## src/design/mahs_pkg.sv

```systemverilog
`timescale 1ns / 1ps
// ----------------------------------------------------------------------------
// MPEG audio header scanner package
// Shared item types, controller commands, divider sizes and decode tables.
// ----------------------------------------------------------------------------
package mahs_pkg;

  localparam int DIV_W  = 43;
  localparam int DSR_W  = 16;
  localparam int DCNT_W = $clog2(DIV_W);

  localparam logic [1:0] SEL_FS  = 2'd0;
  localparam logic [1:0] SEL_FC  = 2'd1;
  localparam logic [1:0] SEL_DUR = 2'd2;

  localparam logic [1:0] VER_MPEG1  = 2'd0;
  localparam logic [1:0] VER_MPEG2  = 2'd1;
  localparam logic [1:0] VER_MPEG25 = 2'd2;

  localparam logic [1:0] MODE_MONO = 2'd3;

  localparam logic [17:0] K_MPEG1 = 18'd144000;
  localparam logic [17:0] K_MPEG2 = 18'd72000;

  typedef struct packed {
    logic [7:0] data_byte;
    logic       start_req;
    logic       last;
  } mahs_in_t;

  typedef struct packed {
    logic        found;
    logic [1:0]  version;
    logic [8:0]  bitrate_kbps;
    logic [15:0] sample_rate_hz;
    logic        padding;
    logic [1:0]  chan_mode;
    logic [10:0] frm_len;
    logic [10:0] frm_samples;
    logic [31:0] hdr_pos;
    logic [31:0] frame_count;
    logic [31:0] duration_seconds;
    logic [5:0]  side_info_length;
  } mahs_out_t;

  typedef struct packed {
    logic       shift;
    logic       load_miss;
    logic       load_hit;
    logic       div_go;
    logic [1:0] div_sel;
    logic       cap_div;
    logic       cap_mul;
  } mahs_cmd_t;

  typedef struct packed {
    logic hit;
    logic div_done;
    logic out_valid;
  } mahs_sts_t;

  function automatic logic [8:0] kbps_lookup(input logic [1:0] ver, input logic [3:0] idx);
    logic [8:0] v;
    v = '0;
    if (ver == VER_MPEG1) begin
      case (idx)
        4'd1: v = 9'd32;   4'd2: v = 9'd40;   4'd3: v = 9'd48;   4'd4: v = 9'd56;
        4'd5: v = 9'd64;   4'd6: v = 9'd80;   4'd7: v = 9'd96;   4'd8: v = 9'd112;
        4'd9: v = 9'd128;  4'd10: v = 9'd160; 4'd11: v = 9'd192; 4'd12: v = 9'd224;
        4'd13: v = 9'd256; 4'd14: v = 9'd320;
        default: v = '0;
      endcase
    end else begin
      case (idx)
        4'd1: v = 9'd8;    4'd2: v = 9'd16;   4'd3: v = 9'd24;   4'd4: v = 9'd32;
        4'd5: v = 9'd40;   4'd6: v = 9'd48;   4'd7: v = 9'd56;   4'd8: v = 9'd64;
        4'd9: v = 9'd80;   4'd10: v = 9'd96;  4'd11: v = 9'd112; 4'd12: v = 9'd128;
        4'd13: v = 9'd144; 4'd14: v = 9'd160;
        default: v = '0;
      endcase
    end
    return v;
  endfunction

  function automatic logic [15:0] rate_lookup(input logic [1:0] ver, input logic [1:0] idx);
    logic [15:0] v;
    v = '0;
    case (ver)
      VER_MPEG1: begin
        case (idx)
          2'd0: v = 16'd44100; 2'd1: v = 16'd48000; 2'd2: v = 16'd32000;
          default: v = '0;
        endcase
      end
      VER_MPEG2: begin
        case (idx)
          2'd0: v = 16'd22050; 2'd1: v = 16'd24000; 2'd2: v = 16'd16000;
          default: v = '0;
        endcase
      end
      default: begin
        case (idx)
          2'd0: v = 16'd11025; 2'd1: v = 16'd12000; 2'd2: v = 16'd8000;
          default: v = '0;
        endcase
      end
    endcase
    return v;
  endfunction

endpackage

```

## src/design/mahs_div.sv

```systemverilog
`timescale 1ns / 1ps
// ----------------------------------------------------------------------------
// MPEG audio header scanner divider
// Restoring divider, one quotient bit per cycle, shared by all three divides.
// ----------------------------------------------------------------------------
module mahs_div (
  input  logic                        clk,
  input  logic                        rst_n,
  input  logic                        go,
  input  logic [mahs_pkg::DIV_W-1:0]  dividend,
  input  logic [mahs_pkg::DSR_W-1:0]  divisor,
  output logic                        done,
  output logic [mahs_pkg::DIV_W-1:0]  quotient
);
  import mahs_pkg::*;

  logic              busy_r, busy_nxt;
  logic              done_r, done_nxt;
  logic [DCNT_W-1:0] cnt_r, cnt_nxt;
  logic [DSR_W-1:0]  rem_r, rem_nxt;
  logic [DSR_W-1:0]  dsr_r, dsr_nxt;
  logic [DIV_W-1:0]  quo_r, quo_nxt;
  logic [DSR_W:0]    trial;
  logic [DSR_W:0]    diff;
  logic              ge;

  assign trial = {rem_r, quo_r[DIV_W-1]};
  assign ge    = trial >= {1'b0, dsr_r};
  assign diff  = trial - {1'b0, dsr_r};

  always_comb begin
    busy_nxt = busy_r;
    done_nxt = 1'b0;
    cnt_nxt  = cnt_r;
    rem_nxt  = rem_r;
    dsr_nxt  = dsr_r;
    quo_nxt  = quo_r;
    if (go) begin
      busy_nxt = 1'b1;
      cnt_nxt  = DCNT_W'(DIV_W - 1);
      rem_nxt  = '0;
      dsr_nxt  = divisor;
      quo_nxt  = dividend;
    end else if (busy_r) begin
      rem_nxt = ge ? diff[DSR_W-1:0] : trial[DSR_W-1:0];
      quo_nxt = {quo_r[DIV_W-2:0], ge};
      cnt_nxt = cnt_r - 1'b1;
      if (cnt_r == '0) begin
        busy_nxt = 1'b0;
        done_nxt = 1'b1;
      end
    end
  end

  always_ff @(posedge clk) begin
    if (!rst_n) begin
      busy_r <= 1'b0;
      done_r <= 1'b0;
    end else begin
      busy_r <= busy_nxt;
      done_r <= done_nxt;
    end
    cnt_r <= cnt_nxt;
    rem_r <= rem_nxt;
    dsr_r <= dsr_nxt;
    quo_r <= quo_nxt;
  end

  assign done     = done_r;
  assign quotient = quo_r;

  a_go_idle: assert property (@(posedge clk) disable iff (!rst_n) go |-> !busy_r)
    else $error("divider started while busy");
  a_done_ends: assert property (@(posedge clk) disable iff (!rst_n) done_r |-> !busy_r)
    else $error("divider reports done while still busy");

endmodule

```

## src/design/mahs_dp.sv

```systemverilog
`timescale 1ns / 1ps
// ----------------------------------------------------------------------------
// MPEG audio header scanner datapath
// Byte window, header decode, configuration, arithmetic and result register.
// ----------------------------------------------------------------------------
module mahs_dp (
  input  logic                clk,
  input  logic                rst_n,
  input  mahs_pkg::mahs_in_t  in_data,
  input  logic                cfg_we,
  input  logic                cfg_index,
  input  logic [31:0]         cfg_data,
  input  mahs_pkg::mahs_cmd_t cmd,
  output mahs_pkg::mahs_sts_t sts,
  input  logic                out_stall,
  output mahs_pkg::mahs_out_t out_data
);
  import mahs_pkg::*;

  logic [31:0] base_r, len_r;
  logic [23:0] win_r;
  logic [31:0] idx_r;
  logic [1:0]  ver_r;
  logic [8:0]  kbps_r;
  logic [15:0] rate_r;
  logic        pad_r;
  logic [1:0]  mode_r;
  logic [31:0] hoff_r;
  logic [10:0] fs_r;
  logic [31:0] fc_r;
  logic [31:0] dur_r;
  logic [DIV_W-1:0] prod_r;
  mahs_out_t   out_r;
  logic        out_valid_r;

  logic [23:0] eff_win;
  logic [31:0] eff_idx, idx_inc;
  logic [7:0]  b0, b1, b2, b3;
  logic [1:0]  ver_c;
  logic        ver_ok;
  logic [8:0]  kbps_c;
  logic [15:0] rate_c;
  logic [10:0] spf_c;
  logic [5:0]  side_c;
  logic [31:0] remain;
  logic [26:0] fs_num;
  logic [DIV_W-1:0] prod_c;
  logic [DIV_W-1:0] div_a;
  logic [DSR_W-1:0] div_b;
  logic [DIV_W-1:0] div_q;
  logic        div_done;

  assign eff_win = in_data.start_req ? '0 : win_r;
  assign eff_idx = in_data.start_req ? '0 : idx_r;
  assign idx_inc = eff_idx + 32'd1;
  assign b0 = eff_win[23:16];
  assign b1 = eff_win[15:8];
  assign b2 = eff_win[7:0];
  assign b3 = in_data.data_byte;

  always_comb begin
    ver_c  = VER_MPEG1;
    ver_ok = 1'b1;
    unique case (b1[4:3])
      2'd3:    ver_c = VER_MPEG1;
      2'd2:    ver_c = VER_MPEG2;
      2'd0:    ver_c = VER_MPEG25;
      default: ver_ok = 1'b0;
    endcase
  end

  assign kbps_c = kbps_lookup(ver_c, b2[7:4]);
  assign rate_c = rate_lookup(ver_c, b2[3:2]);

  assign sts.hit = (idx_inc >= 32'd4) && (b0 == 8'hFF) && (b1[7:5] == 3'b111) && ver_ok
                   && (kbps_c != '0) && (rate_c != '0);
  assign sts.div_done  = div_done;
  assign sts.out_valid = out_valid_r;

  assign spf_c  = (ver_r == VER_MPEG1) ? 11'd1152 : 11'd576;
  assign side_c = (ver_r == VER_MPEG1) ? ((mode_r == MODE_MONO) ? 6'd17 : 6'd32)
                                       : ((mode_r == MODE_MONO) ? 6'd9 : 6'd17);
  assign fs_num = 27'((ver_r == VER_MPEG1) ? K_MPEG1 : K_MPEG2) * 27'(kbps_r);
  assign remain = (len_r > hoff_r) ? (len_r - hoff_r) : '0;
  assign prod_c = DIV_W'(spf_c) * DIV_W'(fc_r);

  always_comb begin
    div_a = DIV_W'(fs_num);
    div_b = rate_r;
    case (cmd.div_sel)
      SEL_FC: begin
        div_a = DIV_W'(remain);
        div_b = DSR_W'(fs_r);
      end
      SEL_DUR: begin
        div_a = prod_r;
        div_b = rate_r;
      end
      default: begin
        div_a = DIV_W'(fs_num);
        div_b = rate_r;
      end
    endcase
  end

  mahs_div u_div (
    .clk      (clk),
    .rst_n    (rst_n),
    .go       (cmd.div_go),
    .dividend (div_a),
    .divisor  (div_b),
    .done     (div_done),
    .quotient (div_q)
  );

  always_ff @(posedge clk) begin
    if (!rst_n) begin
      base_r      <= '0;
      len_r       <= '0;
      win_r       <= '0;
      idx_r       <= '0;
      out_valid_r <= 1'b0;
    end else begin
      if (cfg_we) begin
        if (cfg_index) len_r <= cfg_data;
        else base_r <= cfg_data;
      end
      if (cmd.shift) begin
        win_r <= {eff_win[15:0], in_data.data_byte};
        idx_r <= idx_inc;
      end
      if (cmd.load_miss || cmd.load_hit) out_valid_r <= 1'b1;
      else if (!out_stall) out_valid_r <= 1'b0;
    end
    if (cmd.shift && sts.hit) begin
      ver_r  <= ver_c;
      kbps_r <= kbps_c;
      rate_r <= rate_c;
      pad_r  <= b2[1];
      mode_r <= b3[7:6];
      hoff_r <= base_r + idx_inc - 32'd4;
    end
    if (cmd.cap_div) begin
      case (cmd.div_sel)
        SEL_FC:  fc_r  <= div_q[31:0];
        SEL_DUR: dur_r <= div_q[31:0];
        default: fs_r  <= div_q[10:0] + {10'd0, pad_r};
      endcase
    end
    if (cmd.cap_mul) prod_r <= prod_c;
    if (cmd.load_miss) begin
      out_r <= '0;
    end else if (cmd.load_hit) begin
      out_r.found            <= 1'b1;
      out_r.version          <= ver_r;
      out_r.bitrate_kbps     <= kbps_r;
      out_r.sample_rate_hz   <= rate_r;
      out_r.padding          <= pad_r;
      out_r.chan_mode        <= mode_r;
      out_r.frm_len          <= fs_r;
      out_r.frm_samples      <= spf_c;
      out_r.hdr_pos          <= hoff_r;
      out_r.frame_count      <= fc_r;
      out_r.duration_seconds <= dur_r;
      out_r.side_info_length <= side_c;
    end
  end

  assign out_data = out_r;

  a_no_overwrite: assert property (@(posedge clk) disable iff (!rst_n)
    (cmd.load_miss || cmd.load_hit) |-> !(out_valid_r && out_stall))
    else $error("result register overwritten while held");
  a_single_load: assert property (@(posedge clk) disable iff (!rst_n)
    !(cmd.load_miss && cmd.load_hit))
    else $error("found and not-found results loaded together");

endmodule

```

## src/design/mahs_ctrl.sv

```systemverilog
`timescale 1ns / 1ps
// ----------------------------------------------------------------------------
// MPEG audio header scanner controller
// Sequences the scan, the three divides, the product and the result load.
// ----------------------------------------------------------------------------
module mahs_ctrl (
  input  logic                clk,
  input  logic                rst_n,
  input  logic                in_valid,
  input  logic                in_start,
  input  logic                in_last,
  output logic                in_stall,
  input  logic                out_stall,
  input  mahs_pkg::mahs_sts_t sts,
  output mahs_pkg::mahs_cmd_t cmd
);
  import mahs_pkg::*;

  localparam logic [3:0] S_SCAN = 4'd0;
  localparam logic [3:0] S_FS   = 4'd1;
  localparam logic [3:0] S_FSW  = 4'd2;
  localparam logic [3:0] S_FC   = 4'd3;
  localparam logic [3:0] S_FCW  = 4'd4;
  localparam logic [3:0] S_MUL  = 4'd5;
  localparam logic [3:0] S_DU   = 4'd6;
  localparam logic [3:0] S_DUW  = 4'd7;
  localparam logic [3:0] S_HOLD = 4'd8;

  logic [3:0] state_r, state_nxt;
  logic       done_r, done_nxt;
  logic       out_block, acc, eff_done, active;

  assign out_block = sts.out_valid & out_stall;
  assign in_stall  = (state_r != S_SCAN) | out_block;
  assign acc       = in_valid & ~in_stall;
  assign eff_done  = in_start ? 1'b0 : done_r;
  assign active    = acc & ~eff_done;

  always_comb begin
    state_nxt = state_r;
    done_nxt  = done_r;
    cmd       = '0;
    unique case (state_r)
      S_SCAN: begin
        cmd.shift = active;
        if (acc) done_nxt = eff_done;
        if (active && sts.hit) begin
          done_nxt  = 1'b1;
          state_nxt = S_FS;
        end else if (active && in_last) begin
          done_nxt      = 1'b1;
          cmd.load_miss = 1'b1;
        end
      end
      S_FS: begin
        cmd.div_go  = 1'b1;
        cmd.div_sel = SEL_FS;
        state_nxt   = S_FSW;
      end
      S_FSW: begin
        cmd.div_sel = SEL_FS;
        if (sts.div_done) begin
          cmd.cap_div = 1'b1;
          state_nxt   = S_FC;
        end
      end
      S_FC: begin
        cmd.div_go  = 1'b1;
        cmd.div_sel = SEL_FC;
        state_nxt   = S_FCW;
      end
      S_FCW: begin
        cmd.div_sel = SEL_FC;
        if (sts.div_done) begin
          cmd.cap_div = 1'b1;
          state_nxt   = S_MUL;
        end
      end
      S_MUL: begin
        cmd.cap_mul = 1'b1;
        state_nxt   = S_DU;
      end
      S_DU: begin
        cmd.div_go  = 1'b1;
        cmd.div_sel = SEL_DUR;
        state_nxt   = S_DUW;
      end
      S_DUW: begin
        cmd.div_sel = SEL_DUR;
        if (sts.div_done) begin
          cmd.cap_div = 1'b1;
          state_nxt   = S_HOLD;
        end
      end
      S_HOLD: begin
        // The found item waits here until the result register is free.
        if (!out_block) begin
          cmd.load_hit = 1'b1;
          state_nxt    = S_SCAN;
        end
      end
      default: state_nxt = S_SCAN;
    endcase
  end

  always_ff @(posedge clk) begin
    if (!rst_n) begin
      state_r <= S_SCAN;
      done_r  <= 1'b1;
    end else begin
      state_r <= state_nxt;
      done_r  <= done_nxt;
    end
  end

  a_hit_ends_search: assert property (@(posedge clk) disable iff (!rst_n)
    (active && sts.hit) |=> (done_r && state_r == S_FS))
    else $error("header hit did not end the search");
  a_busy_stalls: assert property (@(posedge clk) disable iff (!rst_n)
    (state_r != S_SCAN) |-> !cmd.shift)
    else $error("byte taken while results are being computed");
  a_fs_next: assert property (@(posedge clk) disable iff (!rst_n)
    (state_r == S_FSW && sts.div_done) |=> state_r == S_FC)
    else $error("frame size divide did not lead to frame count");

endmodule

```

## src/design/mpeg_audio_header_scanner_unit.sv

```systemverilog
`timescale 1ns / 1ps
// ----------------------------------------------------------------------------
// MPEG audio header scanner
// Finds the first valid MPEG audio frame header in a byte stream and reports
// its decoded fields with a CBR frame count and duration estimate.
// ----------------------------------------------------------------------------
// While searching, the block takes one byte per cycle. When a header is found
// the input stalls while the results are computed: three divides (frame size,
// frame count and duration) run one after another through a single restoring
// divider that produces one quotient bit per cycle over 43 bits, each with its
// start and capture, with the samples-times-frames product taken between the
// second and third divides, and then the result register is loaded with the
// found item. A stream end without a header gives its not-found item at once.
// The input also stalls while a finished item waits, stalled, in the result
// register.
module mpeg_audio_header_scanner_unit (
  input  logic                 clk,
  input  logic                 rst_n,
  input  logic                 in_valid,
  output logic                 in_stall,
  input  mahs_pkg::mahs_in_t   in_data,
  output logic                 out_valid,
  input  logic                 out_stall,
  output mahs_pkg::mahs_out_t  out_data,
  input  logic                 cfg_valid,
  output logic                 cfg_ready,
  input  logic                 cfg_index,
  input  logic [31:0]          cfg_data
);
  import mahs_pkg::*;

  mahs_cmd_t cmd;
  mahs_sts_t sts;

  assign cfg_ready = 1'b1;
  assign out_valid = sts.out_valid;

  mahs_ctrl u_ctrl (
    .clk       (clk),
    .rst_n     (rst_n),
    .in_valid  (in_valid),
    .in_start  (in_data.start_req),
    .in_last   (in_data.last),
    .in_stall  (in_stall),
    .out_stall (out_stall),
    .sts       (sts),
    .cmd       (cmd)
  );

  mahs_dp u_dp (
    .clk       (clk),
    .rst_n     (rst_n),
    .in_data   (in_data),
    .cfg_we    (cfg_valid & cfg_ready),
    .cfg_index (cfg_index),
    .cfg_data  (cfg_data),
    .cmd       (cmd),
    .sts       (sts),
    .out_stall (out_stall),
    .out_data  (out_data)
  );

endmodule
```

## config.mk

```make
export PLATFORM = sky130hd
export DESIGN_NAME = mpeg_audio_header_scanner_unit
export DESIGN_NICKNAME = d
export VERILOG_FILES = /design/src/design/mahs_pkg.sv /design/src/design/mahs_div.sv /design/src/design/mahs_dp.sv /design/src/design/mahs_ctrl.sv /design/src/design/mpeg_audio_header_scanner_unit.sv
export SDC_FILE = /design/constraint.sdc
export NUM_CORES = 1
export LEC_CHECK = 0
export BUFFER_PORTS_ARGS = -buffer_cell sky130_fd_sc_hd__buf_2
export CORE_ASPECT_RATIO = 0.75
export CORE_MARGIN = 2
export CORE_UTILIZATION = 45
export CTS_CLUSTER_SIZE = 28
export DETAILED_ROUTE_END_ITERATION = 8
export SLEW_MARGIN = 10
export SYNTH_ARGS = -nofsm -noshare
export SYNTH_HDL_FRONTEND = slang
export SYNTH_SLANG_ARGS = --single-unit
export TNS_END_PERCENT = 50
```

## constraint.sdc

```tcl
create_clock -name clk -period 14.7 [get_ports clk]
set_input_delay 0.735 -clock clk [delete_from_list [all_inputs] [get_ports clk]]
set_output_delay 0.735 -clock clk [all_outputs]
set_load 0.05 [all_outputs]
```

Word level (Yosys, flattened, before mapping)
Memories as Yosys holds them, arrays and structs flattened.
Index checks and enable logic that the tools add are counted.
{"block": "classes", "n_addsub": 7, "mul": 2, "order_cmp": 3, "eq_ne": 24, "muxes": 46, "bitwise_logic": 10, "n_reduce_logical": 34}
{"operator": "two-way mux 43 bit", "n": 2}
{"operator": "case mux 43 bit (2 select lines)", "n": 1}
{"operator": "two-way mux 32 bit", "n": 2}
{"operator": "case mux 16 bit (3 select lines)", "n": 1}
{"operator": "case mux 15 bit (3 select lines)", "n": 1}
{"operator": "multiplier 11 x 32 -> 43 bit", "n": 1}
{"operator": "case mux 14 bit (3 select lines)", "n": 1}
{"operator": "case mux 4 bit (9 select lines)", "n": 1}
{"operator": "adder 32 x 1 -> 32 bit (second input constant)", "n": 1}
{"operator": "adder 32 bit", "n": 1}
{"operator": "greater-or-equal comparator 32 x 3 -> 1 bit (second input constant)", "n": 1}
{"operator": "> comparator 32 bit", "n": 1}
{"operator": "case mux 16 bit (2 select lines)", "n": 1}
{"operator": "subtractor 32 x 3 -> 32 bit (second input constant)", "n": 1}
{"operator": "subtractor 32 bit", "n": 1}
{"operator": "multiplier 27 x 9 -> 27 bit", "n": 1}
{"operator": "two-way mux 24 bit", "n": 1}
{"operator": "two-way mux 11 bit", "n": 2}
{"operator": "two-way mux 4 bit", "n": 5}
{"operator": "two-way mux 1 bit", "n": 19}
{"operator": "two-way mux 18 bit", "n": 1}
{"operator": "greater-or-equal comparator 17 x 16 -> 1 bit", "n": 1}
{"operator": "== test 4 x 3 -> 1 bit (second input constant)", "n": 4}
{"operator": "two-way mux 16 bit", "n": 1}
{"operator": "other kinds (34)", "n": 74}
{"block": "word_totals", "register_bits": 544, "romBits": 176, "in_bits": 48, "output_inout_bits": 158, "mem_count": 2}
{"memory": "(name not given)", "words": 16, "word_bits": 6, "rd": 1, "rd_clocked_by_memory_dff": 0, "wr": 0, "line": "mahs_pkg.sv:66", "rtl": "case (idx)"}
{"memory": "(name not given)", "words": 16, "word_bits": 5, "rd": 1, "rd_clocked_by_memory_dff": 0, "wr": 0, "line": "mahs_pkg.sv:74", "rtl": "case (idx)"}

Logic depth before layout (Yosys ltp)
Gate-level depths: netlist of the first run.
{"block": "depth", "word_depth": 13, "mapped_depth": 25}

Modules after synthesis
A second synthesis of the first run with hierarchy kept.
{"block": "hier_totals", "hier_cells": 3236, "area_unflattened_um2": 31689.1}
{"module": "mahs_dp", "n_inst": 1, "cells_per_inst": 2805, "area_per_inst_um2": 26985.9}
{"module": "mahs_div", "n_inst": 1, "cells_per_inst": 380, "area_per_inst_um2": 4292.9}
{"module": "mahs_ctrl", "n_inst": 1, "cells_per_inst": 49, "area_per_inst_um2": 399.1}
{"module": "mpeg_audio_header_scanner_unit", "n_inst": 1, "cells_per_inst": 2, "area_per_inst_um2": 11.3}

Least setup slack after synthesis of the first run
No wires, ideal clock.
{"block": "synth_path", "kind": "in2reg", "startpoint": "input in_data[1] (netlist name)", "endpoint": "register u_dp.hoff_r[31], data pin", "setup_ns": 0.262, "arrival_ns": 5.135, "slack_ns": 9.303, "stages": 23, "path_cell_list": "buf_2 -> buf_2 -> clkbuf_1 -> clkbuf_1 -> clkbuf_1 -> nor2b_1 -> ha_1 -> inv_1 -> nor4_1 -> and3_1 -> xnor2_1 -> or2_2 -> ha_1 -> inv_1 -> ha_1 -> nand3_1 -> a211oi_1 -> a21boi_0 -> o31ai_1 -> a21oi_1 -> nor4b_1 -> a211oi_1 -> xnor2_1"}
{"block": "synth_via", "elab_chain_len": 4}
{"item": "start, declared", "line": "mpeg_audio_header_scanner_unit.sv:21", "rtl": "input mahs_pkg::mahs_in_t in_data,"}
{"item": "two-way mux 32 bit", "line": "mahs_dp.sv:54", "rtl": "assign eff_idx = in_data.start_req ? '0 : idx_r;"}
{"item": "adder 32 x 1 -> 32 bit", "line": "mahs_dp.sv:55", "rtl": "assign idx_inc = eff_idx + 32'd1;"}
{"item": "adder 32 bit", "line": "mahs_dp.sv:141", "rtl": "hoff_r <= base_r + idx_inc - 32'd4;"}
{"item": "subtractor 32 x 3 -> 32 bit", "line": "mahs_dp.sv:141"}
{"item": "end signal, assigned", "line": "mahs_dp.sv:141"}
{"item": "end, declared", "line": "mahs_dp.sv:28", "rtl": "logic [31:0] hoff_r;"}
Every way passes these cells.
A chain may end at the register's enable or synchronous reset.

Worst setup path in the final report of the first run
{"block": "layout_path", "startpoint": "register u_dp.ver_r[0]", "endpoint": "register u_dp.prod_r[42], data pin"}
{"block": "layout_via", "elab_chain_len": 3}
{"item": "start, declared", "line": "mahs_dp.sv:23", "rtl": "logic [1:0] ver_r;"}
{"item": "start signal, assigned", "line": "mahs_dp.sv:136", "rtl": "ver_r <= ver_c;"}
{"item": "logical NOT 2 bit", "line": "mahs_dp.sv:80", "rtl": "assign spf_c = (ver_r == VER_MPEG1) ? 11'd1152 : 11'd576;"}
{"item": "two-way mux 11 bit", "line": "mahs_dp.sv:80"}
{"item": "multiplier 11 x 32 -> 43 bit", "line": "mahs_dp.sv:85", "rtl": "assign prod_c = DIV_W'(spf_c) * DIV_W'(fc_r);"}
{"item": "via u_dp.prod_c[42]", "line": "mahs_dp.sv:47", "rtl": "logic [DIV_W-1:0] prod_c;"}
{"item": "end signal, assigned", "line": "mahs_dp.sv:150", "rtl": "if (cmd.cap_mul) prod_r <= prod_c;"}
{"item": "end, declared", "line": "mahs_dp.sv:32", "rtl": "logic [DIV_W-1:0] prod_r;"}
The timed path passes the listed nets, and every way through them passes these cells.

==> results of run 1 <==
-- metal layers --
metal	global-route usage	vias to the layer above	part of all wire	routed length [um]
met4	0.0555	0	0.021	1770
met1	0.348	11300	0.50	41000
met3	0.0404	94	0.068	5640
met5	0	-	0	0
li1	-	11800	-	-
met2	0.330	681	0.41	34100
-- cell type report --
type | instances | area [sq um]
Inverter | 274 | 1030
Multi-Input combinational cell | 2490 | 17200
Fill cell | 6588 | 33900
Clock inverter | 31 | 220
Tap cell | 935 | 1170
Timing Repair Buffer | 215 | 1140
Clock buffer | 70 | 1450
Sequential cell | 517 | 12600
-- cells by family after synthesis --
kind of cell,Yosys count,share of synthesized area
and+or+nand+nor,1147,0.164
other,2,0.000239
DFF,517,0.402
muxes,58,0.0193
buffers and inverters,444,0.0618
xor gates and xnor gates,153,0.0426
AOI/OAI and AO/OA,690,0.149
adders and majority gates,355,0.161
-- worst max path at each step --
stage | start | end | slack, ns
3_3_place_gp | u_dp.ver_r[1] | u_dp.prod_r[42] | 8.40
2_1_floorplan | in_data[1] | u_dp.hoff_r[31] | 9.30
4_1_cts | u_dp.ver_r[1] | u_dp.prod_r[42] | 8.27
6_report | u_dp.ver_r[0] | u_dp.prod_r[42] | 8.24
3_5_place_dp | u_dp.ver_r[1] | u_dp.prod_r[42] | 8.29
5_1_grt | u_dp.ver_r[0] | u_dp.prod_r[42] | 7.65
-- power groups by stage --
stage | sequential, mW | clock [mW] | combinational [mW]
finish | 1.82 | 1.33 | 1.11
global route | 1.83 | 1.42 | 1.25
CTS | 1.82 | 1.36 | 1.11
detailed placement | 1.85 | 0 | 1.10
global placement | 1.85 | 0 | 1.10
floorplan | 1.78 | 0 | 0.880
-- state kept, by name, indices dropped and copies added, names as in the netlist, 6 cells and up --
| signal | cells |
|---|---|
| u_dp.prod_r | 37 |
| u_dp.u_div.quotient | 43 |
| u_dp.idx_r | 32 |
| u_dp.u_div.cnt_r | 6 |
| u_dp.u_div.dsr_r | 16 |
| u_dp.kbps_r | 6 |
| u_dp.rate_r | 14 |
| u_dp.fc_r | 32 |
| u_dp.dur_r | 32 |
| u_dp.hoff_r | 32 |
| u_dp.fs_r | 11 |
| u_dp.u_div.rem_r | 16 |
| u_dp.out_data | 139 |
| u_dp.base_r | 32 |
| u_dp.len_r | 32 |
| u_dp.win_r | 24 |
-- synth_stat cells, types with 7 or more instances --
library cell | count | share of area
sky130_fd_sc_hd__nand3_1 | 74 | 0.012
sky130_fd_sc_hd__o21ai_0 | 119 | 0.019
sky130_fd_sc_hd__a21o_1 | 50 | 0.012
sky130_fd_sc_hd__o31ai_1 | 9 | 0.0022
sky130_fd_sc_hd__inv_1 | 273 | 0.033
sky130_fd_sc_hd__and2_1 | 30 | 0.0060
sky130_fd_sc_hd__nor4_1 | 12 | 0.0024
sky130_fd_sc_hd__a31oi_1 | 16 | 0.0032
sky130_fd_sc_hd__o21bai_1 | 12 | 0.0029
sky130_fd_sc_hd__and3_1 | 46 | 0.0092
sky130_fd_sc_hd__nor2_1 | 128 | 0.015
sky130_fd_sc_hd__o211ai_1 | 7 | 0.0017
sky130_fd_sc_hd__o21a_1 | 10 | 0.0024
sky130_fd_sc_hd__a21oi_1 | 179 | 0.029
sky130_fd_sc_hd__a21boi_0 | 92 | 0.022
sky130_fd_sc_hd__dfxtp_1 | 289 | 0.18
sky130_fd_sc_hd__nor3_1 | 27 | 0.0043
sky130_fd_sc_hd__nand2_1 | 673 | 0.080
sky130_fd_sc_hd__ha_1 | 273 | 0.11
sky130_fd_sc_hd__buf_4 | 19 | 0.0045
sky130_fd_sc_hd__buf_2 | 12 | 0.0019
sky130_fd_sc_hd__mux2i_1 | 46 | 0.015
sky130_fd_sc_hd__buf_12 | 11 | 0.0070
sky130_fd_sc_hd__a222oi_1 | 15 | 0.0048
sky130_fd_sc_hd__nand4_1 | 20 | 0.0040
sky130_fd_sc_hd__a221oi_1 | 9 | 0.0025
sky130_fd_sc_hd__o211a_1 | 10 | 0.0032
sky130_fd_sc_hd__or3_1 | 10 | 0.0020
sky130_fd_sc_hd__xor2_1 | 40 | 0.011
sky130_fd_sc_hd__edfxtp_1 | 228 | 0.22
sky130_fd_sc_hd__or2_2 | 19 | 0.0038
sky130_fd_sc_hd__mux2_2 | 11 | 0.0039
sky130_fd_sc_hd__clkbuf_1 | 117 | 0.014
sky130_fd_sc_hd__and4_1 | 8 | 0.0022
sky130_fd_sc_hd__xnor2_1 | 113 | 0.031
sky130_fd_sc_hd__buf_1 | 9 | 0.0011
sky130_fd_sc_hd__nor2b_1 | 53 | 0.011
sky130_fd_sc_hd__a211oi_1 | 13 | 0.0031
sky130_fd_sc_hd__nand2b_1 | 14 | 0.0028
sky130_fd_sc_hd__fa_1 | 82 | 0.052
sky130_fd_sc_hd__a21oi_2 | 100 | 0.028
sky130_fd_sc_hd__nand3b_1 | 8 | 0.0019
-- worst max-delay path: cells and delay by family (launching register included) --
family	cells	cell delay, ns
adders and majority gates	5	1.85
AOI/OAI and AO/OA	6	1.67
xor gates and xnor gates	1	0.12
and+or+nand+nor	5	0.47
buffers and inverters	5	1.73
DFF	1	0.35
-- metrics by stage --
stage | hold WS, ns | power (mW) | utilization | setup WS (ns)
floorplan | 0.426 | 2.66 | - | 9.30
global placement | 0.440 | 2.94 | 0.483 | 8.40
detailed placement | 0.444 | 2.94 | 0.483 | 8.29
CTS | 0.333 | 4.28 | 0.507 | 8.27
global route | 0.338 | 4.50 | 0.507 | 7.65
finish | 0.359 | 4.26 | 0.507 | 8.24
==> impl_summary.txt, run 1 <==
----------------------------------------------------
[Run status]
  Result of the run ... completed

[GRT]
  Initial antenna violation count ... 0
  First-pass GRT wire length ... between 100,000 and 150,000 um
  Maximum number of pins on one net before global-route repair ... 85
  Number of global-route vias before repair ... ~22,000
  Overflow after GRT ... 0
  Total routing resource utilization after global routing ... 0.228

[Route]
  Detailed Routing Iterations Pass 1 ... 6
  Avg WL per Cell ... 18.2 um
  Number of violations reported at the end of detailed-routing iteration 0 ... about 2,200
  Post-Route WL ... ~83,000 um
  Number of vias in the routed layout ... 23,900
  Remaining antenna violation count ... 0
  Total DRC errors in the routed layout ... 0
  Via/cell ratio ... 5.28

[Clock network]
  Post-CTS Hold Fix Bufs ... 0
  Post-CTS clock slew at the launch and capture registers of the worst setup and hold paths ... approximately 0.06 ns
  Clock tree from TritonCTS ... done
  TritonCTS Buffers ... between 50 and 60
  CTS H-Tree Depth ... 2
  CTS Sinks ... 517
  Clock latency reported for the late side of the worst-skew pair ... approximately 0.62 ns
  Maximum buffer depth of the clock tree ... 3
  Total of cells resized after clock tree synthesis ... 0
  Buffers inserted by post-CTS timing repair ... 0
  Buffer type at the clock tree root ... sky130_fd_sc_hd__clkbuf_16

[Pwr]
  Leakage dissipation ... ~15 nW
  Share of total power in sequential cells ... 0.427
  Ratio of total power to cell area ... 122 nW/um^2
  Relative contribution of combinational cells to total power ... 0.261
  VDD IR max ... 0.0935 mV
  Switching share of power ... 0.330
  Clk network pwr share ... 0.312
  Cell-internal power ... 2.85 mW
  Switching pwr ... 1.40 mW

[Die]
  Area of the die ... approximately 72,000 sq um
  Core area ... a little under 70,000 sq um
  Initial Utilization ... 0.457
  Number of placement rows ... between 80 and 90
  Die boundary height ... 233 um
  Count of boundary I/O pins ... slightly above 200
  X dimension of the die ... 309 um

[Timing]
  Setup violations, final ... 0
  Number of hold-slack violations in the final timing report ... 0
  Setup repair after global routing missed its margin ... no
  Rel. slew slack ... 0.189
  Actual transition at the worst max-transition pin ... between 1 and 1.5 ns
  Max Clock Skew ... approximately 0.015 ns
  Post-route minimum period ... ~6.5 ns
  Max-slew violation count ... 0
  Highest Clock Rate ... roughly 150 MHz
  Part of the cycle the worst path needs ... 0.439
  Sum of negative setup slack ... 0 ns

[Placed design]
  Instance area after placement ... about 33,000 sq um
  RD Place Congestion ... 0.929
  Post-DP HPWL ... approximately 61,000 um
  Number of buffers inserted by port buffering ... ~190
  Number of cells in the design after placement ... approximately 4,400

[Final layout]
  Layout Cell Area excl Fill ... 34,900 sq um
  Share of final-layout standard cells stronger than drive strength 1 ... 0.125
  Final standard cell count with taps included and fillers excluded ... 4,532
  Leading cell type in the layout, fill and taps excluded ... sky130_fd_sc_hd__nand2_1
  Final layout net count ... approximately 4,000
  Area Overhead vs Synth ... 11.0%
  Commonest non-fill, non-tap cells in the layout ... 673 x sky130_fd_sc_hd__nand2_1, 289 x sky130_fd_sc_hd__dfxtp_1, 273 x sky130_fd_sc_hd__inv_1, 273 x sky130_fd_sc_hd__ha_1, 228 x sky130_fd_sc_hd__edfxtp_1
  # diodes ... 0

[Yosys]
  Async set-reset flop share out of synthesis ... 0
  Count of flip-flops with a built-in enable after synthesis ... around 230
  Top flip-flop cell by instance count after synthesis ... sky130_fd_sc_hd__dfxtp_1
  Syn Std Cell Area ... between 30,000 and 40,000 sq um
  Yosys reg bits ... 517
  Warning count from the yosys run ... 0
  Netlist cell types ... 84
  Cell count after synthesis ... approximately 3,400
  Seq/Total Area, Yosys ... 0.402
  Avg Cell Area, Syn ... just over 9 sq um

[Min path]
  Endpoint of the worst hold path ... u_dp.mode_r[1]
  Hold path cells ... 1
  Worst min-delay path class ... in2reg
  Worst hold start ... in_data[9]

[Setup path]
  Maximum fanout count along the critical path ... between 40 and 50
  Required time of the critical path ... approximately 15 ns
  Longest individual stage delay on the worst path ... roughly 0.61 ns
  CP Cell Sequence ... or2_2 > buf_4 > clkinv_1 > buf_4 > nand2_1 > nand2_1 > inv_1 > fa_1 > inv_1 > fa_1 > ha_1 > ha_1 > ha_1 > nand2_1 > o21ai_0 > nor2_1 > a311oi_1 > o211ai_1 > a31oi_1 > a21o_1 > a21oi_1 > xnor2_1
  Count of cells along the worst register-to-register path ... 22
  Beginning of the worst register-to-register path ... u_dp.ver_r[0]
  Slowest cell on crit path ... sky130_fd_sc_hd__clkinv_1
  Worst r2r dst ... u_dp.prod_r[42]
  Class of the most critical setup path ... reg2reg
  Arrival time reported for the critical path endpoint ... 6.82 ns
  Internal reg-to-reg setup slack ... between 8 and 9 ns
  Type of element capturing the critical path ... flop
  Startpoint type of the worst setup path ... flop

[Flow run]
  Max-cap check violation count ... 0

----------------------------------------------------
No activity file was read; power rests on OpenSTA's default activity.
==> run 2: changes to the inputs <==
- clock period: 14.7 -> 5.75 ns (I/O delays scaled with it)
==> run 2 against run 1 <==
Net effect: hold slack got worse by 0.31 ns; critical endpoint is now u_dp.prod_r[37]; clock power grew to 2.6 times the previous value; critical path type unchanged; wire length increased by 0.98%.
==> impl_summary.txt, run 2 (synthesized netlist as in run 1, its figures left out) <==
----------------------------------------------------
[GRT]
  Number of global-route vias before repair ... 22,200 (+0.67%)
  Overflow after GRT ... 0 (unchanged)
  Total routing resource utilization after global routing ... 0.230 (+0.00167)
  First-pass GRT wire length ... 129,000 um (+0.51%)
  Maximum number of pins on one net before global-route repair ... 84 (-1.2%)
  Initial antenna violation count ... 4 (+4)

[Timing]
  Sum of negative setup slack ... 0 ns (unchanged)
  Setup violations, final ... 0 (unchanged)
  Actual transition at the worst max-transition pin ... 1.09 ns (-0.118 ns)
  Rel. slew slack ... 0.268 (+0.0798)
  Post-route minimum period ... 5.48 ns (-0.984 ns)
  Part of the cycle the worst path needs ... 0.952 (+0.513)
  Number of hold-slack violations in the final timing report ... 0 (unchanged)
  Min Hold Slack ... 0.0509 ns (-0.308 ns)
  Max Clock Skew ... 0.0201 ns (+0.00461 ns)
  Highest Clock Rate ... 183 MHz (+18%)
  Max-slew violation count ... 0 (unchanged)
  Setup WS post-layout ... 0.274 ns (-7.97 ns)

[Route]
  Number of vias in the routed layout ... 24,200 (+0.98%)
  Total DRC errors in the routed layout ... 0 (unchanged)
  Number of violations reported at the end of detailed-routing iteration 0 ... 1,855 (-14%)
  Via/cell ratio ... 5.24 (-0.69%)
  Avg WL per Cell ... 18.1 um (-0.69%)
  Remaining antenna violation count ... 0 (unchanged)
  Post-Route WL ... 83,300 um (+0.98%)
  Detailed Routing Iterations Pass 1 ... 8 (+2)

[Run status]
  Result of the run ... completed

[Clock network]
  Maximum buffer depth of the clock tree ... 3 (unchanged)
  Buffers inserted by post-CTS timing repair ... 0 (unchanged)
  Clock tree from TritonCTS ... done
  Post-CTS clock slew at the launch and capture registers of the worst setup and hold paths ... 0.06 ns (about the same)
  CTS H-Tree Depth ... 2 (unchanged)
  TritonCTS Buffers ... 54 (unchanged)
  Clock latency reported for the late side of the worst-skew pair ... 0.62 ns (about the same)
  Buffer type at the clock tree root ... sky130_fd_sc_hd__clkbuf_16
  CTS Sinks ... 517 (unchanged)

[Pwr]
  Ratio of total power to cell area ... 310 nW/um^2 (+150%)
  VDD IR max ... 0.236 mV (+150%)
  Leakage dissipation ... 15.5 nW (+2.5%)

[Final layout]
  Commonest non-fill, non-tap cells in the layout ... 673 x sky130_fd_sc_hd__nand2_1, 289 x sky130_fd_sc_hd__dfxtp_1, 273 x sky130_fd_sc_hd__inv_1, 273 x sky130_fd_sc_hd__ha_1, 228 x sky130_fd_sc_hd__edfxtp_1
  Area Overhead vs Synth ... 13.8%
  Final layout net count ... 4,030 (+1.9%)
  Final cell utilization of the core ... 0.520 (+0.0126)
  Number of inserted filler cells in the final layout ... 6,541 (-0.71%)
  Leading cell type in the layout, fill and taps excluded ... sky130_fd_sc_hd__nand2_1
  Share of final-layout standard cells stronger than drive strength 1 ... 0.135 (+0.00946)
  Largest register FFs ... 139 (unchanged)

[Die]
  Initial Utilization ... 0.457 (unchanged)
  Die boundary height ... 233 um (unchanged)
  X dimension of the die ... 309 um (unchanged)
  Core area ... 68,700 sq um (unchanged)
  Count of boundary I/O pins ... 206 (unchanged)
  Area of the die ... 72,000 sq um (unchanged)
  Number of placement rows ... 83 (unchanged)

[Setup path]
  Startpoint of the most critical setup path ... u_dp.ver_r[1]
  Capture point of the worst path ... u_dp.prod_r[37]
  Arrival time reported for the critical path endpoint ... 5.84 ns (-0.98 ns)
  Startpoint type of the worst setup path ... flop
  Beginning of the worst register-to-register path ... u_dp.ver_r[1]
  Required time of the critical path ... 6.11 ns (-8.95 ns)
  Maximum fanout count along the critical path ... 23 (-48%)
  Class of the most critical setup path ... reg2reg
  Worst r2r dst ... u_dp.prod_r[37]
  Internal reg-to-reg setup slack ... 0.27 ns (-7.97 ns)
  Type of element capturing the critical path ... flop
  Count of cells along the worst register-to-register path ... 18 (-18%)

[Min path]
  Worst min-delay path class ... in2reg

[Placed design]
  RD Place Congestion ... 0.909 (-2.2%)
  Pre-CTS setup slack ... 0.135 ns (-8.15 ns)
  Number of buffers inserted by port buffering ... 191 (unchanged)
  Post-DP HPWL ... 62,200 um (+1.2%)

[Flow run]
  Max-cap check violation count ... 0 (unchanged)

----------------------------------------------------
## run 2: changes by cell type in the layout (fill, tap and decap cells not counted), moves of 3 or more
cell / delta
sky130_fd_sc_hd__dlygate4sd3_1: +41
sky130_fd_sc_hd__buf_4: +29
sky130_fd_sc_hd__mux2i_2: +5
sky130_fd_sc_hd__inv_6: +3
sky130_fd_sc_hd__mux2i_1: -5
sky130_fd_sc_hd__clkinv_2: -7
sky130_fd_sc_hd__clkbuf_16: +3
sky130_fd_sc_hd__buf_12: +5
## run 2: final cells by class
type,instances,area [sq um],area share
multi-input cells,2490,17300,0.484
flip-flops and latches,517,12600,0.353
repair buffers,290,1870,0.0522
clock buffers,73,1540,0.0430
well taps,935,1170,0.0327
inverters,274,1030,0.0288
clock inverters,27,210,0.00588
diodes,2,5.00,0.000140
## run 2: where the power goes
group          switching, mW  internal (mW)  leakage (nW)  total, mW
logic                   1.76           1.15          10.3       2.91
clock network           1.54           1.97         0.851       3.51
registers              0.312           4.32          4.41       4.64
## run 2: per-stage QoR
| stage | area, sq um | instances | power (mW) |
|---|---|---|---|
| floorplan | 31700 | 3451 | 6.80 |
| global placement | 33500 | 4465 | 7.56 |
| CTS | 35700 | 4606 | 11.1 |
| finish | 35700 | 4608 | 11.1 |
| detailed placement | 33500 | 4465 | 7.57 |
| global route | 35700 | 4606 | 11.7 |
## run 2: how the worst min path moves through the flow
stage / startpoint / endpoint / slack, ns / cells past startpoint
floorplan: in_data[8] / u_dp.mode_r[0] / 0.39 / 0
global placement: u_dp.out_data[140] / u_dp.out_data[140] / 0.44 / 2
detailed placement: u_dp.out_data[138] / u_dp.out_data[138] / 0.45 / 2
CTS: out_stall / u_ctrl.state_r[3] / 0.02 / 3
global route: out_stall / u_ctrl.state_r[3] / 0.06 / 3
finish: out_stall / u_ctrl.state_r[3] / 0.05 / 3
## run 2: layer usage
layer  vias up  global-route usage  part of all wire
li1      12000                   -                 -
met4         4              0.0589             0.021
met3       100              0.0485             0.070
met2       654               0.337              0.42
met5         -                   0           0.00031
met1     11400               0.341              0.49
## run 2: repair_timing
| item | CTS | global route |
|---|---|---|
| endpoints found under the setup margin | 0 | 6 |
| endpoints found under the hold margin | 69 | 0 |
| hold buffers | 41 | 0 |
| resized for setup | 0 | 14 |
## run 2: worst max-delay path, cell delays in order, from the launching register on
cell and delay [ns]:
sky130_fd_sc_hd__edfxtp_1 0.39, sky130_fd_sc_hd__or2_4 0.32, sky130_fd_sc_hd__buf_12 0.18, sky130_fd_sc_hd__mux2i_2 0.20, sky130_fd_sc_hd__fa_1 0.54, sky130_fd_sc_hd__inv_1 0.05, sky130_fd_sc_hd__fa_1 0.46, sky130_fd_sc_hd__ha_1 0.31
sky130_fd_sc_hd__ha_1 0.30, sky130_fd_sc_hd__ha_1 0.34, sky130_fd_sc_hd__or3_1 0.40, sky130_fd_sc_hd__and3_1 0.24, sky130_fd_sc_hd__o221ai_1 0.23, sky130_fd_sc_hd__a21boi_1 0.15, sky130_fd_sc_hd__o31ai_2 0.37, sky130_fd_sc_hd__a31oi_4 0.18
sky130_fd_sc_hd__a21o_1 0.23, sky130_fd_sc_hd__a31oi_1 0.20, sky130_fd_sc_hd__xnor2_1 0.08
==> run 3: changes to the inputs <==
- CTS_CLUSTER_SIZE: 28 -> default
- SYNTH_HIERARCHICAL: default -> 1
==> run 3 against run 2 <==
Net effect: sequential share of layout area down 0.49 points; clock power is 4% lower; first-iteration DRC count shrank 13%; synthesized cell count fell by 3.9%; area after synthesis rose by 0.86%; non-clock buffer count rose by 27; critical path depth up 1; setup slack worse by 0.088 ns; via count down 3.4%; sequential power shrank 8.4%; fmax decreased by 1.6%; largest cell class unchanged; largest power group unchanged.
==> impl_summary.txt, run 3 <==
----------------------------------------------------
[Yosys]
  Top area cells in the synthesized netlist ... sky130_fd_sc_hd__edfxtp_1 22%, sky130_fd_sc_hd__dfxtp_1 18%, sky130_fd_sc_hd__ha_1 12%, sky130_fd_sc_hd__mux2i_1 5.8%, sky130_fd_sc_hd__fa_1 4.4%
  Warning count from the yosys run ... 6 (+6)
  Top flip-flop cell by instance count after synthesis ... sky130_fd_sc_hd__dfxtp_1
  Area leader, netlist ... sky130_fd_sc_hd__edfxtp_1
  Async set-reset flop share out of synthesis ... 0 (unchanged)
  Netlist cell types ... 99 (+18%)
  Syn Std Cell Area ... 31,700 sq um (+0.86%)
  Cell count after synthesis ... 3,236 (-3.9%)
  Most instantiated library cell after synthesis ... sky130_fd_sc_hd__inv_1
  Avg Cell Area, Syn ... 9.79 sq um (+4.9%)
  Cell types with the highest counts after synthesis ... 320 x sky130_fd_sc_hd__inv_1, 300 x sky130_fd_sc_hd__ha_1, 293 x sky130_fd_sc_hd__nand2_1
  Area share of the largest cell type after synthesis ... 0.216 (-0.00185)
  Count of flip-flops with a built-in enable after synthesis ... 228 (unchanged)
  Yosys reg bits ... 517 (unchanged)
  Seq/Total Area, Yosys ... 0.399 (-0.00341)

[Route]
  Total DRC errors in the routed layout ... 0 (unchanged)
  Number of violations reported at the end of detailed-routing iteration 0 ... 1,619 (-13%)
  Detailed Routing Iterations Pass 1 ... 6 (-2)
  Remaining antenna violation count ... 0 (unchanged)
  Via/cell ratio ... 5.19 (-0.92%)
  Avg WL per Cell ... 18.0 um (-0.72%)
  Post-Route WL ... 80,700 um (-3.2%)
  Number of vias in the routed layout ... 23,300 (-3.4%)

[Timing]
  Part of the cycle the worst path needs ... 0.968 (+0.0153)
  Actual transition at the worst max-transition pin ... 1.11 ns (+0.0184 ns)
  Setup violations, final ... 0 (unchanged)
  Highest Clock Rate ... 180 MHz (-1.6%)
  Max Clock Skew ... 0.0259 ns (+0.00586 ns)
  Number of hold-slack violations in the final timing report ... 0 (unchanged)
  Post-route minimum period ... 5.56 ns (+0.0880 ns)
  Max-slew violation count ... 0 (unchanged)
  Rel. slew slack ... 0.259 (-0.00960)

[Clock network]
  CTS H-Tree Depth ... 2 (unchanged)
  Post-CTS clock slew at the launch and capture registers of the worst setup and hold paths ... 0.06 ns (about the same)
  CTS Sinks ... 517 (unchanged)
  Clock latency reported for the late side of the worst-skew pair ... 0.63 ns (about the same)
  Buffer type at the clock tree root ... sky130_fd_sc_hd__clkbuf_16
  Maximum buffer depth of the clock tree ... 3 (unchanged)
  Clock tree from TritonCTS ... done
  TritonCTS Buffers ... 52 (-3.7%)

[Die]
  Area of the die ... 72,600 sq um (+0.84%)
  Die boundary height ... 234 um (+0.42%)
  Initial Utilization ... 0.453 (-0.00363)
  Number of placement rows ... 84 (+1.2%)
  Count of boundary I/O pins ... 206 (unchanged)
  X dimension of the die ... 310 um (+0.42%)
  Core area ... 69,900 sq um (+1.7%)

[Setup path]
  Maximum fanout count along the critical path ... 14 (-39%)
  Type of element capturing the critical path ... flop
  Startpoint type of the worst setup path ... flop
  Arrival time reported for the critical path endpoint ... 5.93 ns (+0.09 ns)
  Class of the most critical setup path ... reg2reg
  Required time of the critical path ... 6.12 ns (about the same)

[Final layout]
  Layout Cell Area excl Fill ... 36,300 sq um (+1.4%)
  Commonest non-fill, non-tap cells in the layout ... 318 x sky130_fd_sc_hd__inv_1, 298 x sky130_fd_sc_hd__ha_1, 293 x sky130_fd_sc_hd__nand2_1
  Largest register FFs ... 139 (unchanged)
  Area Overhead vs Synth ... 14.4%
  Share of final-layout standard cells stronger than drive strength 1 ... 0.134 (-0.000690)
  Final layout net count ... 3,922 (-2.7%)
  # diodes ... 0 (-2)
  Number of inserted filler cells in the final layout ... 6,474 (-1.0%)
  Final standard cell count with taps included and fillers excluded ... 4,494 (-2.5%)
  Leading cell type in the layout, fill and taps excluded ... sky130_fd_sc_hd__inv_1

[GRT]
  Maximum number of pins on one net before global-route repair ... 98 (+17%)
  Overflow after GRT ... 0 (unchanged)
  First-pass GRT wire length ... 126,000 um (-2.2%)
  Number of global-route vias before repair ... 22,100 (-0.23%)
  Total routing resource utilization after global routing ... 0.222 (-0.00747)
  Initial antenna violation count ... 1 (-3)

[Pwr]
  Leakage dissipation ... 15.8 nW (+1.9%)
  VDD IR max ... 0.225 mV (-4.7%)
  Ratio of total power to cell area ... 266 nW/um^2 (-14%)

[Flow run]
  Max-cap check violation count ... 0 (unchanged)

[Placed design]
  RD Place Congestion ... 0.888 (-2.3%)
  Instance area after placement ... 34,000 sq um (+1.5%)
  Post-DP HPWL ... 60,600 um (-2.6%)
  Number of buffers inserted by port buffering ... 191 (unchanged)
  Number of cells in the design after placement ... 4,353 (-2.5%)

[Min path]
  Worst min-delay path class ... in2reg

[Run status]
  Result of the run ... completed

----------------------------------------------------
==> run 3: per-layer routing <==
metal / vias to the layer above / track usage / routed length [um]
li1: 11700 / - / -
met1: 11100 / 0.325 / 39400
met2: 527 / 0.339 / 35000
met3: 87 / 0.0379 / 4570
met4: 0 / 0.0578 / 1740
met5: - / 0 / 0
==> run 3: cells by family after synthesis <==
| group | count (synthesis) | share of synthesized area |
|---|---|---|
| muxes | 237 | 0.0770 |
| xor gates and xnor gates | 153 | 0.0425 |
| AOI/OAI and AO/OA | 552 | 0.119 |
| adders and majority gates | 370 | 0.163 |
| DFF | 517 | 0.399 |
| other | 3 | 0.000355 |
| buffers and inverters | 480 | 0.0605 |
| and+or+nand+nor | 924 | 0.139 |
==> run 3: layout make-up <==
class	instances	area, sq um	share of cell area
well taps	946	1180	0.0327
clock buffers	73	1430	0.0394
flip-flops and latches	517	12600	0.348
repair buffers	317	2050	0.0565
inverters	320	1200	0.0332
multi-input cells	2296	17500	0.483
clock inverters	25	230	0.00635
==> run 3: worst max-delay path: stages (launching register included) <==
cell and delay, ns:
sky130_fd_sc_hd__edfxtp_1 0.38, sky130_fd_sc_hd__or2_4 0.31, sky130_fd_sc_hd__buf_12 0.16, sky130_fd_sc_hd__buf_4 0.21, sky130_fd_sc_hd__and2_1 0.18, sky130_fd_sc_hd__ha_1 0.33, sky130_fd_sc_hd__inv_1 0.07, sky130_fd_sc_hd__fa_1 0.46
sky130_fd_sc_hd__fa_1 0.55, sky130_fd_sc_hd__inv_1 0.04, sky130_fd_sc_hd__ha_1 0.28, sky130_fd_sc_hd__ha_1 0.29, sky130_fd_sc_hd__ha_1 0.34, sky130_fd_sc_hd__a2111o_1 0.41, sky130_fd_sc_hd__a31oi_1 0.20, sky130_fd_sc_hd__o211ai_1 0.20
sky130_fd_sc_hd__a21oi_2 0.25, sky130_fd_sc_hd__o21ai_1 0.10, sky130_fd_sc_hd__a31o_2 0.25, sky130_fd_sc_hd__a211o_1 0.28
==> run 3: path summary, 6_finish.rpt <==
path / start / slack [ns] / cells past startpoint / endpoint
setup / recovery: u_dp/ver_r[1] / 0.19 / 19 / u_dp/prod_r[39]
hold reg to reg: u_dp/base_r[29] / 0.47 / 2 / u_dp/base_r[29]
setup reg to reg: u_dp/ver_r[1] / 0.19 / 19 / u_dp/prod_r[39]
hold / removal: in_data[0] / 0.05 / 3 / u_ctrl/done_r
==> run 3: repair_timing <==
item / CTS / global route
setup buffers: 1 / 1
gates resized for setup: 3 / 27
endpoints found under the setup margin: 10 / 12
hold buffers: 41 / 0
pin swaps: 2 / 11
hold endpoints to repair: 76 / 0
==> run 3: through the flow <==
| step | setup TNS (ns) | power, mW | hold slack [ns] | utilization | setup slack (ns) |
|---|---|---|---|---|---|
| after floorplan | -0.0265 | 5.79 | 0.366 | - | -0.0142 |
| after global placement | -0.310 | 6.28 | 0.445 | 0.487 | -0.145 |
| after detailed placement | -0.427 | 6.28 | 0.455 | 0.487 | -0.131 |
| after CTS | 0 | 9.71 | 0.0177 | 0.517 | 0.00421 |
| after global routing | -0.00897 | 10.1 | 0.0633 | 0.519 | -0.00775 |
| final | 0 | 9.64 | 0.0502 | 0.519 | 0.186 |
==> run 3: report_power, final <==
| part | leakage (nW) | switching, mW | total, mW | internal [mW] |
|---|---|---|---|---|
| logic | 10.6 | 1.19 | 2.01 | 0.828 |
| clock network | 0.801 | 1.49 | 3.37 | 1.88 |
| registers | 4.41 | 0.173 | 4.25 | 4.08 |
